--- config.mk ---
export PLATFORM = sky130hd
export DESIGN_NAME = packet_fifo_dedup_range_count_top
export DESIGN_NICKNAME = d
export VERILOG_FILES = /design/src/rtl/pfdc_pkg.sv /design/src/rtl/pfdc_mem.sv /design/src/rtl/pfdc_ctrl.sv /design/src/rtl/packet_fifo_dedup_range_count_top.sv
export VERILOG_INCLUDE_DIRS = /design/src /design/src/rtl
export SDC_FILE = /design/constraint.sdc
export NUM_CORES = 2
export LEC_CHECK = 0
export BUFFER_PORTS_ARGS = -buffer_cell sky130_fd_sc_hd__buf_4
export CORE_MARGIN = 2
export CORE_UTILIZATION = 55
export DETAILED_ROUTE_END_ITERATION = 16
export PLACE_DENSITY_LB_ADDON = 0.1
export SLEW_MARGIN = 20
export SYNTH_ARGS = -nofsm -noshare
export SYNTH_HDL_FRONTEND = slang
export SYNTH_MEMORY_MAX_BITS = 65536
export SYNTH_SLANG_ARGS = --single-unit
--- constraint.sdc ---
create_clock -name clk -period 9.9 [get_ports clk]
set_clock_uncertainty 0.15 [all_clocks]
set_input_delay 1.98 -clock clk [delete_from_list [all_inputs] [get_ports clk]]
set_output_delay 1.98 -clock clk [all_outputs]
set_load 0.05 [all_outputs]
--- src/rtl/assert_macros.svh ---
// Assertion macros used by the top level to check itself.
// No dependencies; take in by include ahead of the module that uses them.
`ifndef ASSERT_MACROS_SVH
`define ASSERT_MACROS_SVH

// Consequent must hold in the same cycle as the antecedent.
`define ASSERT_SAME(label, clk, rst_n, ante, cons, msg) \
    label: assert property (@(posedge clk) disable iff (!rst_n) (ante) |-> (cons)) \
        else $error(msg);

// Consequent must hold in the cycle after the antecedent.
`define ASSERT_NEXT(label, clk, rst_n, ante, cons, msg) \
    label: assert property (@(posedge clk) disable iff (!rst_n) (ante) |=> (cons)) \
        else $error(msg);

`endif

--- src/rtl/pfdc_pkg.sv ---
// Shared types and codes of the packet FIFO with duplicate check and range count.
// No dependencies; used by pfdc_ctrl and the top level.
package pfdc_pkg;

    localparam logic [1:0] OP_ADD = 2'd0;
    localparam logic [1:0] OP_FWD = 2'd1;
    localparam logic [1:0] OP_CNT = 2'd2;

    localparam int OP_W    = 2;
    localparam int MC_W    = 7;
    localparam int LIMIT_W = 7;
    localparam logic [LIMIT_W-1:0] LIMIT_RESET = 7'd64;

    // Controller status seen by the top-level checks.
    typedef struct packed {
        logic idle;
        logic fin;
        logic wr_en;
        logic occ_zero;
    } status_t;

endpackage

--- src/rtl/pfdc_mem.sv ---
// Packet store: single write port, single read port, registered read.
// No dependencies; instantiated by pfdc_ctrl's parent (top level).
module pfdc_mem #(
    parameter int DEPTH = 64,
    parameter int WIDTH = 70
) (
    input  logic                     clk,
    input  logic                     we,
    input  logic [$clog2(DEPTH)-1:0] waddr,
    input  logic [WIDTH-1:0]         wdata,
    input  logic                     re,
    input  logic [$clog2(DEPTH)-1:0] raddr,
    output logic [WIDTH-1:0]         rdata
);

    logic [WIDTH-1:0] mem [DEPTH];
    logic [WIDTH-1:0] rdata_reg;

    always_ff @(posedge clk)
    begin
        if (we)
        begin
            mem[waddr] <= wdata;
        end
    end

    always_ff @(posedge clk)
    begin
        if (re)
        begin
            rdata_reg <= mem[raddr];
        end
    end

    assign rdata = rdata_reg;

endmodule

--- src/rtl/pfdc_ctrl.sv ---
// Sequencer of the packet FIFO: request intake, scan of stored entries through the
// packet store, head/tail/occupancy upkeep and the result register. Uses pfdc_pkg.
module pfdc_ctrl #(
    parameter int DEPTH     = 64,
    parameter int ID_BITS   = 20,
    parameter int TIME_BITS = 30
) (
    input  logic                            clk,
    input  logic                            rst_n,
    input  logic [pfdc_pkg::LIMIT_W-1:0]    memory_limit,
    input  logic                            s_tvalid,
    output logic                            s_tready,
    input  logic [pfdc_pkg::OP_W-1:0]       s_tuser,
    input  logic [((2*ID_BITS+3*TIME_BITS+7)/8)*8-1:0] s_tdata,
    output logic                            m_tvalid,
    input  logic                            m_tready,
    output logic [((2*ID_BITS+TIME_BITS+pfdc_pkg::MC_W+2+7)/8)*8-1:0] m_tdata,
    output logic                            mem_we,
    output logic [$clog2(DEPTH)-1:0]        mem_waddr,
    output logic [2*ID_BITS+TIME_BITS-1:0]  mem_wdata,
    output logic                            mem_re,
    output logic [$clog2(DEPTH)-1:0]        mem_raddr,
    input  logic [2*ID_BITS+TIME_BITS-1:0]  mem_rdata,
    output pfdc_pkg::status_t               status
);

    localparam int AW    = $clog2(DEPTH);
    localparam int OCC_W = $clog2(DEPTH + 1);
    localparam int EW    = (OCC_W > pfdc_pkg::LIMIT_W) ? OCC_W : pfdc_pkg::LIMIT_W;
    localparam int OUT_W = ((2*ID_BITS + TIME_BITS + pfdc_pkg::MC_W + 2 + 7) / 8) * 8;

    localparam logic [1:0] S_IDLE = 2'd0;
    localparam logic [1:0] S_SCAN = 2'd1;
    localparam logic [1:0] S_FIN  = 2'd2;

    logic [1:0]                  state_reg, state_next;
    logic [pfdc_pkg::OP_W-1:0]   op_reg, op_next;
    logic [ID_BITS-1:0]          src_reg, src_next;
    logic [ID_BITS-1:0]          dst_reg, dst_next;
    logic [TIME_BITS-1:0]        ts_reg, ts_next;
    logic [TIME_BITS-1:0]        t0_reg, t0_next;
    logic [TIME_BITS-1:0]        t1_reg, t1_next;
    logic [AW-1:0]               head_reg, head_next;
    logic [AW-1:0]               tail_reg, tail_next;
    logic [OCC_W-1:0]            occ_reg, occ_next;
    logic [OCC_W-1:0]            left_reg, left_next;
    logic [AW-1:0]               ptr_reg, ptr_next;
    logic                        rvld_reg, rvld_next;
    logic                        dup_reg, dup_next;
    logic [OCC_W-1:0]            cnt_reg, cnt_next;
    logic [ID_BITS-1:0]          fsrc_reg, fsrc_next;
    logic [ID_BITS-1:0]          fdst_reg, fdst_next;
    logic [TIME_BITS-1:0]        fts_reg, fts_next;
    logic                        mvld_reg, mvld_next;
    logic [OUT_W-1:0]            mdata_reg, mdata_next;

    logic [ID_BITS-1:0]          e_src, e_dst;
    logic [TIME_BITS-1:0]        e_ts;
    logic [EW-1:0]               lim_ext, eff_lim;
    logic                        at_limit, out_free, store_new;

    function automatic logic [AW-1:0] step_idx(input logic [AW-1:0] idx);
        logic [AW-1:0] r;
        if (idx == AW'(DEPTH - 1))
        begin
            r = '0;
        end
        else
        begin
            r = idx + 1'b1;
        end
        return r;
    endfunction

    assign e_src = mem_rdata[ID_BITS-1:0];
    assign e_dst = mem_rdata[ID_BITS +: ID_BITS];
    assign e_ts  = mem_rdata[2*ID_BITS +: TIME_BITS];

    // Limit zero acts as one, above depth acts as depth.
    always_comb
    begin
        lim_ext = EW'(memory_limit);
        if (lim_ext == '0)
        begin
            eff_lim = EW'(1);
        end
        else if (lim_ext > EW'(DEPTH))
        begin
            eff_lim = EW'(DEPTH);
        end
        else
        begin
            eff_lim = lim_ext;
        end
    end

    assign at_limit  = (EW'(occ_reg) >= eff_lim) && (occ_reg != '0);
    assign out_free  = !mvld_reg || m_tready;
    assign store_new = (op_reg == pfdc_pkg::OP_ADD) && !dup_reg;

    assign s_tready  = (state_reg == S_IDLE);
    assign mem_re    = (state_reg == S_SCAN) && (left_reg != '0);
    assign mem_raddr = ptr_reg;
    assign mem_we    = (state_reg == S_FIN) && out_free && store_new;
    assign mem_waddr = tail_reg;
    assign mem_wdata = {ts_reg, dst_reg, src_reg};

    always_comb
    begin
        state_next = state_reg;
        op_next    = op_reg;
        src_next   = src_reg;
        dst_next   = dst_reg;
        ts_next    = ts_reg;
        t0_next    = t0_reg;
        t1_next    = t1_reg;
        head_next  = head_reg;
        tail_next  = tail_reg;
        occ_next   = occ_reg;
        left_next  = left_reg;
        ptr_next   = ptr_reg;
        rvld_next  = 1'b0;
        dup_next   = dup_reg;
        cnt_next   = cnt_reg;
        fsrc_next  = fsrc_reg;
        fdst_next  = fdst_reg;
        fts_next   = fts_reg;
        mvld_next  = mvld_reg && !m_tready;
        mdata_next = mdata_reg;

        case (state_reg)
            S_IDLE:
            begin
                if (s_tvalid)
                begin
                    op_next  = s_tuser;
                    src_next = s_tdata[ID_BITS-1:0];
                    dst_next = s_tdata[ID_BITS +: ID_BITS];
                    ts_next  = s_tdata[2*ID_BITS +: TIME_BITS];
                    t0_next  = s_tdata[2*ID_BITS+TIME_BITS +: TIME_BITS];
                    t1_next  = s_tdata[2*ID_BITS+2*TIME_BITS +: TIME_BITS];
                    ptr_next = head_reg;
                    dup_next = 1'b0;
                    cnt_next = '0;
                    case (s_tuser)
                        pfdc_pkg::OP_ADD: left_next = occ_reg;
                        pfdc_pkg::OP_CNT: left_next = occ_reg;
                        pfdc_pkg::OP_FWD: left_next = OCC_W'(occ_reg != '0);
                        default:          left_next = '0;
                    endcase
                    state_next = S_SCAN;
                end
            end
            S_SCAN:
            begin
                // Issue one read a cycle, compare the entry that returns.
                if (left_reg != '0)
                begin
                    ptr_next  = step_idx(ptr_reg);
                    left_next = left_reg - 1'b1;
                    rvld_next = 1'b1;
                end
                if (rvld_reg)
                begin
                    if (e_src == src_reg && e_dst == dst_reg && e_ts == ts_reg)
                    begin
                        dup_next = 1'b1;
                    end
                    if (e_dst == dst_reg && e_ts >= t0_reg && e_ts <= t1_reg)
                    begin
                        cnt_next = cnt_reg + 1'b1;
                    end
                    fsrc_next = e_src;
                    fdst_next = e_dst;
                    fts_next  = e_ts;
                end
                if (left_reg == '0 && !rvld_reg)
                begin
                    state_next = S_FIN;
                end
            end
            S_FIN:
            begin
                if (out_free)
                begin
                    mvld_next  = 1'b1;
                    mdata_next = '0;
                    case (op_reg)
                        pfdc_pkg::OP_ADD:
                        begin
                            if (!dup_reg)
                            begin
                                mdata_next[0] = 1'b1;
                                tail_next = step_idx(tail_reg);
                                if (at_limit)
                                begin
                                    // Evict oldest, occupancy holds.
                                    head_next = step_idx(head_reg);
                                end
                                else
                                begin
                                    occ_next = occ_reg + 1'b1;
                                end
                            end
                        end
                        pfdc_pkg::OP_FWD:
                        begin
                            if (occ_reg != '0)
                            begin
                                mdata_next[1] = 1'b1;
                                mdata_next[2 +: ID_BITS] = fsrc_reg;
                                mdata_next[2+ID_BITS +: ID_BITS] = fdst_reg;
                                mdata_next[2+2*ID_BITS +: TIME_BITS] = fts_reg;
                                head_next = step_idx(head_reg);
                                occ_next  = occ_reg - 1'b1;
                            end
                        end
                        pfdc_pkg::OP_CNT:
                        begin
                            mdata_next[2+2*ID_BITS+TIME_BITS +: pfdc_pkg::MC_W] =
                                pfdc_pkg::MC_W'(cnt_reg);
                        end
                        default:
                        begin
                            mdata_next = '0;
                        end
                    endcase
                    state_next = S_IDLE;
                end
            end
            default:
            begin
                state_next = S_IDLE;
            end
        endcase
    end

    always_ff @(posedge clk or negedge rst_n)
    begin
        if (!rst_n)
        begin
            state_reg <= S_IDLE;
            head_reg  <= '0;
            tail_reg  <= '0;
            occ_reg   <= '0;
            left_reg  <= '0;
            rvld_reg  <= 1'b0;
            mvld_reg  <= 1'b0;
        end
        else
        begin
            state_reg <= state_next;
            head_reg  <= head_next;
            tail_reg  <= tail_next;
            occ_reg   <= occ_next;
            left_reg  <= left_next;
            rvld_reg  <= rvld_next;
            mvld_reg  <= mvld_next;
        end
    end

    always_ff @(posedge clk)
    begin
        op_reg    <= op_next;
        src_reg   <= src_next;
        dst_reg   <= dst_next;
        ts_reg    <= ts_next;
        t0_reg    <= t0_next;
        t1_reg    <= t1_next;
        ptr_reg   <= ptr_next;
        dup_reg   <= dup_next;
        cnt_reg   <= cnt_next;
        fsrc_reg  <= fsrc_next;
        fdst_reg  <= fdst_next;
        fts_reg   <= fts_next;
        mdata_reg <= mdata_next;
    end

    assign m_tvalid = mvld_reg;
    assign m_tdata  = mdata_reg;

    assign status.idle     = (state_reg == S_IDLE);
    assign status.fin      = (state_reg == S_FIN);
    assign status.wr_en    = mem_we;
    assign status.occ_zero = (occ_reg == '0);

endmodule

--- src/rtl/packet_fifo_dedup_range_count_top.sv ---
// Sequence: a request is accepted only in idle; the sequencer then reads N entries (occupancy
// for add and count, 1 for forward of a nonempty buffer), one entry per cycle from the
// packet store, checks each returned entry and registers the result at its finish step.
// A new request is taken only after the finish step; a waiting result holds it there.
// Reset: asynchronous, active low; empties the buffer and sets memory_limit to 64.
// Top level: configuration register, packet store and sequencer. Uses pfdc_pkg,
// pfdc_mem, pfdc_ctrl and assert_macros.svh.
`include "assert_macros.svh"

module packet_fifo_dedup_range_count_top #(
    parameter int DEPTH     = 64,
    parameter int ID_BITS   = 20,
    parameter int TIME_BITS = 30
) (
    input  logic        clk,
    input  logic        rst_n,
    // configuration
    input  logic        psel,
    input  logic        penable,
    input  logic        pwrite,
    input  logic [2:0]  paddr,
    input  logic [31:0] pwdata,
    output logic [31:0] prdata,
    output logic        pready,
    // requests
    input  logic        s_tvalid,
    output logic        s_tready,
    // s_tuser: operation
    input  logic [pfdc_pkg::OP_W-1:0] s_tuser,
    // s_tdata: source, destination, timestamp, start_time, end_time, zero pad
    input  logic [((2*ID_BITS+3*TIME_BITS+7)/8)*8-1:0] s_tdata,
    // results
    output logic        m_tvalid,
    input  logic        m_tready,
    // m_tdata: added, packet_valid, out_source, out_destination, out_timestamp,
    //          match_count, zero pad
    output logic [((2*ID_BITS+TIME_BITS+pfdc_pkg::MC_W+2+7)/8)*8-1:0] m_tdata
);

    localparam int AW    = $clog2(DEPTH);
    localparam int ENT_W = 2*ID_BITS + TIME_BITS;

    logic [pfdc_pkg::LIMIT_W-1:0] limit_reg, limit_next;
    logic                         mem_we, mem_re;
    logic [AW-1:0]                mem_waddr, mem_raddr;
    logic [ENT_W-1:0]             mem_wdata, mem_rdata;
    pfdc_pkg::status_t            status;

    assign pready = 1'b1;

    always_comb
    begin
        limit_next = limit_reg;
        if (psel && penable && pwrite && !paddr[2])
        begin
            limit_next = pwdata[pfdc_pkg::LIMIT_W-1:0];
        end
    end

    always_ff @(posedge clk or negedge rst_n)
    begin
        if (!rst_n)
        begin
            limit_reg <= pfdc_pkg::LIMIT_RESET;
        end
        else
        begin
            limit_reg <= limit_next;
        end
    end

    assign prdata = paddr[2] ? 32'd0 : 32'(limit_reg);

    pfdc_mem #(
        .DEPTH (DEPTH),
        .WIDTH (ENT_W)
    ) u_mem (
        .clk   (clk),
        .we    (mem_we),
        .waddr (mem_waddr),
        .wdata (mem_wdata),
        .re    (mem_re),
        .raddr (mem_raddr),
        .rdata (mem_rdata)
    );

    pfdc_ctrl #(
        .DEPTH     (DEPTH),
        .ID_BITS   (ID_BITS),
        .TIME_BITS (TIME_BITS)
    ) u_ctrl (
        .clk          (clk),
        .rst_n        (rst_n),
        .memory_limit (limit_reg),
        .s_tvalid     (s_tvalid),
        .s_tready     (s_tready),
        .s_tuser      (s_tuser),
        .s_tdata      (s_tdata),
        .m_tvalid     (m_tvalid),
        .m_tready     (m_tready),
        .m_tdata      (m_tdata),
        .mem_we       (mem_we),
        .mem_waddr    (mem_waddr),
        .mem_wdata    (mem_wdata),
        .mem_re       (mem_re),
        .mem_raddr    (mem_raddr),
        .mem_rdata    (mem_rdata),
        .status       (status)
    );

    `ASSERT_NEXT(a_busy_after_accept, clk, rst_n, s_tvalid && s_tready, !status.idle, "not busy")
    `ASSERT_SAME(a_write_at_finish, clk, rst_n, status.wr_en, status.fin, "write outside finish")
    `ASSERT_NEXT(a_nonempty_after_add, clk, rst_n, status.wr_en, !status.occ_zero, "empty after add")

endmodule
# Yosys cells after proc, flatten, opt, wreduce, memory -nomap -nowiden
# Memories as Yosys holds them, arrays and structs flattened. A register that Yosys moved wholly into a read port is not among the register bits.
# Cells that the tools add are included.
[classes]
n_addsub = 7
multipliers = 0
n_div = 0
order_cmp = 4
eq_ne = 23
n_shift = 0
muxes = 41
bitwise = 1
n_reduce_logical = 41
[op_table]
columns = ["cell", "n"]
rows = [
  ["$mux W7", 11],
  ["$pmux W7 S2", 4],
  ["$mux W6", 8],
  ["$eq A20 B20 Y1", 2],
  ["$eq A30 B30 Y1", 1],
  ["$ge A30 B30 Y1", 1],
  ["$le A30 B30 Y1", 1],
  ["$pmux W6 S2", 2],
  ["$add A6 B1 Y6 const B", 3],
  ["$eq A6 B6 Y1 const B", 3],
  ["$add A7 B1 Y7 const B", 2],
  ["$logic_and A1 B1 Y1", 14],
  ["$logic_not A7 Y1", 2],
  ["$ne A2 B2 Y1 const B", 7],
  ["$reduce_bool A7 Y1", 2],
  ["$sub A7 B1 Y7 const B", 2],
  ["$reduce_and A4 Y1", 3],
  ["$reduce_and A6 Y1", 2],
  ["$mux W1", 11],
  ["$ne A2 B1 Y1 const B", 4],
  ["$reduce_and A2 Y1", 4],
  ["$ge A7 B7 Y1", 1],
  ["$gt A7 B7 Y1 const B", 1],
  ["$eq A2 B1 Y1 const B", 3],
  ["11 further kinds", 23],
]
[word_totals]
register_bits = 332
latch_bits = 0
mem_bits_rw = 4480
rom_bits = 0
inputBits = 180
output_inout_bits = 115
wordCells = 142
memories = 1
[mem_list]
columns = ["memory", "depth", "width", "read_ports", "rd_ports_with_merged_regs", "write_ports", "line_no", "source"]
rows = [
  ["u_mem.mem", 64, 70, 1, 1, 1, "pfdc_mem.sv:16", "logic [WIDTH-1:0] mem [DEPTH];"],
]

# Logic depth before layout (Yosys ltp)
[logic_depth]
word_depth = 8
mapped_depth = 12
ltp_nobuf = 11

# Cells and area by module
# A second synthesis with hierarchy kept.
[unflattened]
cells_unflattened = 8115
area_unflattened_um2 = 185689.3
[by_module_without_submodules]
columns = ["module", "n_inst", "cells_per_inst", "area_each_um2", "seq_area_each_um2"]
rows = [
  ["pfdc_mem", 1, 7116, 171181.7, 136631.0],
  ["pfdc_ctrl", 1, 949, 13964.6, 9609.2],
  ["packet_fifo_dedup_range_count_top", 1, 50, 543.0, 176.4],
]

# Least setup slack after synthesis
# Ideal clock, no wire load.
[synth_path]
path_kind = "input port to flip-flop"
startpoint = "input m_tready"
endpoint = "memory u_mem.mem[59][0], enable pin"
setup_ns = 0.499
t_arrival_ns = 9.655
required_time_ns = 9.251
setup_slack_ns = -0.404
stages = 6
n_path_buf = 0
path_cell_list = "nand2b_1 > nor2b_1 > and2_0 > nor2b_1 > nand3_1 > nor2_1"
[synth_via]
elab_chain_len = 5
[synth_rtl]
columns = ["element", "line_no", "source"]
rows = [
  ["from (decl)", "packet_fifo_dedup_range_count_top.sv:34", "input logic m_tready,"],
  ["$logic_or A1 B1 Y1", "pfdc_ctrl.sv:98", "assign out_free = !mvld_reg || m_tready;"],
  ["$logic_and A1 B1 Y1 (2 in a row)", "pfdc_ctrl.sv:104", "assign mem_we = (state_reg == S_FIN) && out_free && store_new;"],
  ["$mux W1", "pfdc_mem.sv:21", "if (we)"],
  ["$mux W1 (not written as such)", "pfdc_mem.sv:23", "mem[waddr] <= wdata;"],
  ["to (decl)", "pfdc_mem.sv:16", ""],
]
# Every way passes these cells.

# Worst setup path after layout
[layout_path]
startpoint = "input m_tready"
endpoint = "memory u_mem.mem[57][30], enable pin"
# The elaborated chain is that of the path after synthesis.

==> flow_summary.ini <==
[yosys]
avgSynthCellArea_um2 = 24.5
synthTopCellsByArea = edfxtp_1, mux4_2, a22oi_1
synth_seq_cells = 4882
synth_compound_area_share_pct = 0.927
synth_top_family_by_area = multiplexers
synth_cell_type_count = 61
synth_top_cell_area_share_pct = 78.3
yosys.area.top_type = edfxtp_1
syn-instance-count = 7592
ys_seq_area_share_pct = 78.8
synth_flop_cell = edfxtp_1
synthXorXnorAreaFrac_pct = 0.415
yosysWarnings = 0
yosys.area_share.simple_pct = 1.08
synth_edf_count = 4845
netlist_area_mm2 = 0.186
yosys-mux-area-fraction_pct = 17.1
synthArstFlopShare_pct = 0.758
synth_adder_area_share_pct = 0.536

[outcome]
outcome = finished clean

[timing]
fin_tns_setup_ns = 0
setup_violations = 0
holdWs_ns = 0.325
worst_slew_pin_slew_ns = 1.26
rsz0062_at_grt = false
drv_slew = 0
hold_violations = 0
clock.fmax_mhz = 181
layout_min_cycle_time_ns = 5.53
min_period_over_period_pct = 55.9
maxSlewHeadroom_pct = 15.8

[routing]
drtIter0Drc = 11000
firstDrtPassIters = 5
vias_per_cell = 6.57
vias = 86400
route.detailed.drc = 0
final_antenna_net_count = 0
drt_wl_total_mm = 477
wl_per_cell_um = 36.3

[worst_setup_path]
arrival_ns = 6.00
crit_type = input pin to flip-flop
required_ns = 10.37
cpMostUsedCell = buf_4
rr_endpoint = u_mem.mem[57][30]
reg2reg_slack_ns = 4.95
critPathLaunch = m_tready
cp_cell_sequence = buf_4 > nand2b_1 > nor2b_4 > buf_4 > and2_0 > nor2b_1 > nand2_1 > nor2_4 > buf_4
critPathBufInv = 3
setup.worst_path.end = u_mem.mem[57][30]
cp_max_fo = 39
worstRegToRegCells = 8
critPathTopFamily = simple AND/OR/NAND/NOR gates
startpoint_type = input pin
r2r_start = u_ctrl.state_reg[0]
slowest_delay_ns = 0.91
endpoint_kind = flip-flop
cp.depth = 9
crit_slowest_cell = nor2_4

[floorplanning]
ios = 295
initial_core_util_pct = 55.2
rows = 213
fp.dieH_um = 585
coreArea_mm2 = 0.336
die_w_um = 585
die_area_mm2 = 0.342

[power]
p_leak_nw = 66.2
cellPowerDensity_mw_per_mm2 = 261
ir_drop_v = 0.000226

[grt]
grt_busiest_layer = met2
use_met3_pct = 4.08
grt_use_met1_pct = 40.9
gr-total-overflow = 0
grt_max_degree = 114
grt_use_met2_pct = 44.5
antenna_found_initial = 20
gr-usage-all-layers_pct = 28.0
grt_pass1_wl_mm = 666
grt_pass1_vias = 86700

[run]
max-cap-violations = 0

[clocking]
clkLatencyLatePin_ns = 1.01
hold_buffers = 0
cts_sinks = 4882
path_clk_slew_ns = 0.06
post_cts_buffers = 0
h-tree-depth = 5
numCtsBuffers = 480
cts_resized = 0
cts_tree = done
cts_root_buffer = clkbuf_16
cts.path.max_buffers = 4

[placement]
gp_congestion = 0.813
place_hpwl_mm = 252
port_buffers = 234

[final_layout]
layout.nets = 8473
largest_reg_flops = 4480
drive_above_1_share_pct = 31.1
area_growth_pct = 13.2

[hold_path]
min_path_type = flip-flop to flip-flop
-- synthesized netlist by cell type, types with 4 or more instances --
cell type and count:
a211oi_1 6, a21o_1 14, a21oi_1 37, a22oi_1 140, a31oi_1 6, and2_1 81
buf_1 35, buf_2 102, buf_4 41, buf_6 5, clkbuf_1 210, dfrtp_1 36
edfxtp_1 4845, ha_1 78, inv_1 72, mux2_2 15, mux4_2 1400, nand2_1 115
nand2b_1 4, nand3_1 18, nand4_1 22, nor2_1 102, nor2b_1 17, nor3_1 10
nor4_1 15, o21ai_0 29, xnor2_1 42, xor2_1 46
-- layout by cell type (no fill, tap or decap), drive strengths merged, types with 10 or more instances in the layout --
cell	netlist	routed
edfxtp	4845	4845
mux4	1400	1400
clkbuf	210	585
buf	183	508
clkinv	0	231
a22oi	140	140
nand2	115	115
nor2	102	102
inv	72	85
and2	82	82
ha	78	78
bufinv	0	49
xor2	46	46
xnor2	42	42
a21oi	37	37
dfrtp	36	36
o21ai	29	29
conb	2	27
nand4	22	22
nand3	18	18
nor2b	17	17
clkinvlp	0	16
nor4	16	16
mux2	15	15
a21o	14	14
nor3	10	10
-- per-stage QoR --
stage	cells	worst slack [ns]	utilization, %	cell area, µm²	power (W)
global placement	12200	3.40	57.8	194000	0.0374
detailed placement	12200	3.33	57.9	195000	0.0375
floorplan	7617	1.15	-	186000	0.0332
global route	13100	4.18	62.5	210000	0.0567
CTS	13100	4.43	62.5	210000	0.0553
finish	13100	4.37	62.5	210000	0.0549
-- kinds of logic after synthesis --
kind of cell | Yosys count
flip-flops | 4882
other | 2
XOR/XNOR | 88
multiplexers | 1418
AO/OA/AOI/OAI | 250
adder cells (fa/ha/maj) | 79
AND/OR/NAND/NOR | 408
buffers and inverters | 465
-- how the worst min path moves through the flow --
stage	startpoint	endpoint	slack, ns	cells past startpoint
floorplan	u_mem.rdata[31]	u_ctrl.fdst_reg[11]	0.30	0
global placement	u_mem.rdata[39]	u_ctrl.fdst_reg[19]	0.31	0
detailed placement	u_mem.rdata[5]	u_ctrl.fsrc_reg[5]	0.31	0
CTS	u_mem.rdata[5]	u_ctrl.fsrc_reg[5]	0.33	0
global route	u_mem.rdata[39]	u_ctrl.fdst_reg[19]	0.34	0
finish	u_mem.rdata[5]	u_ctrl.fsrc_reg[5]	0.33	0
-- routing by layer --
| layer | share of wire (%) | wire [µm] | vias up |
|---|---|---|---|
| li1 | - | - | 33900 |
| met1 | 40 | 191000 | 47400 |
| met2 | 48 | 231000 | 4299 |
| met3 | 8.3 | 39400 | 774 |
| met4 | 3.4 | 16100 | 2 |
| met5 | 0.0027 | 13 | - |
-- power by group --
part | switching [W] | internal, W
combinational | 0.00691 | 0.00650
clock | 0.00773 | 0.0103
sequential | 0.000472 | 0.0230
-- final cells by class --
type,instances,area [µm²]
clock buffer,585,12500
multi-input combinational,2270,37900
inverter,72,270
fill,22600,126000
antenna,2,5.00
tap,4515,5650
timing repair buffer,508,4400
clock inverter,309,3020
sequential,4882,146000
(Power assumes the default switching activity.)
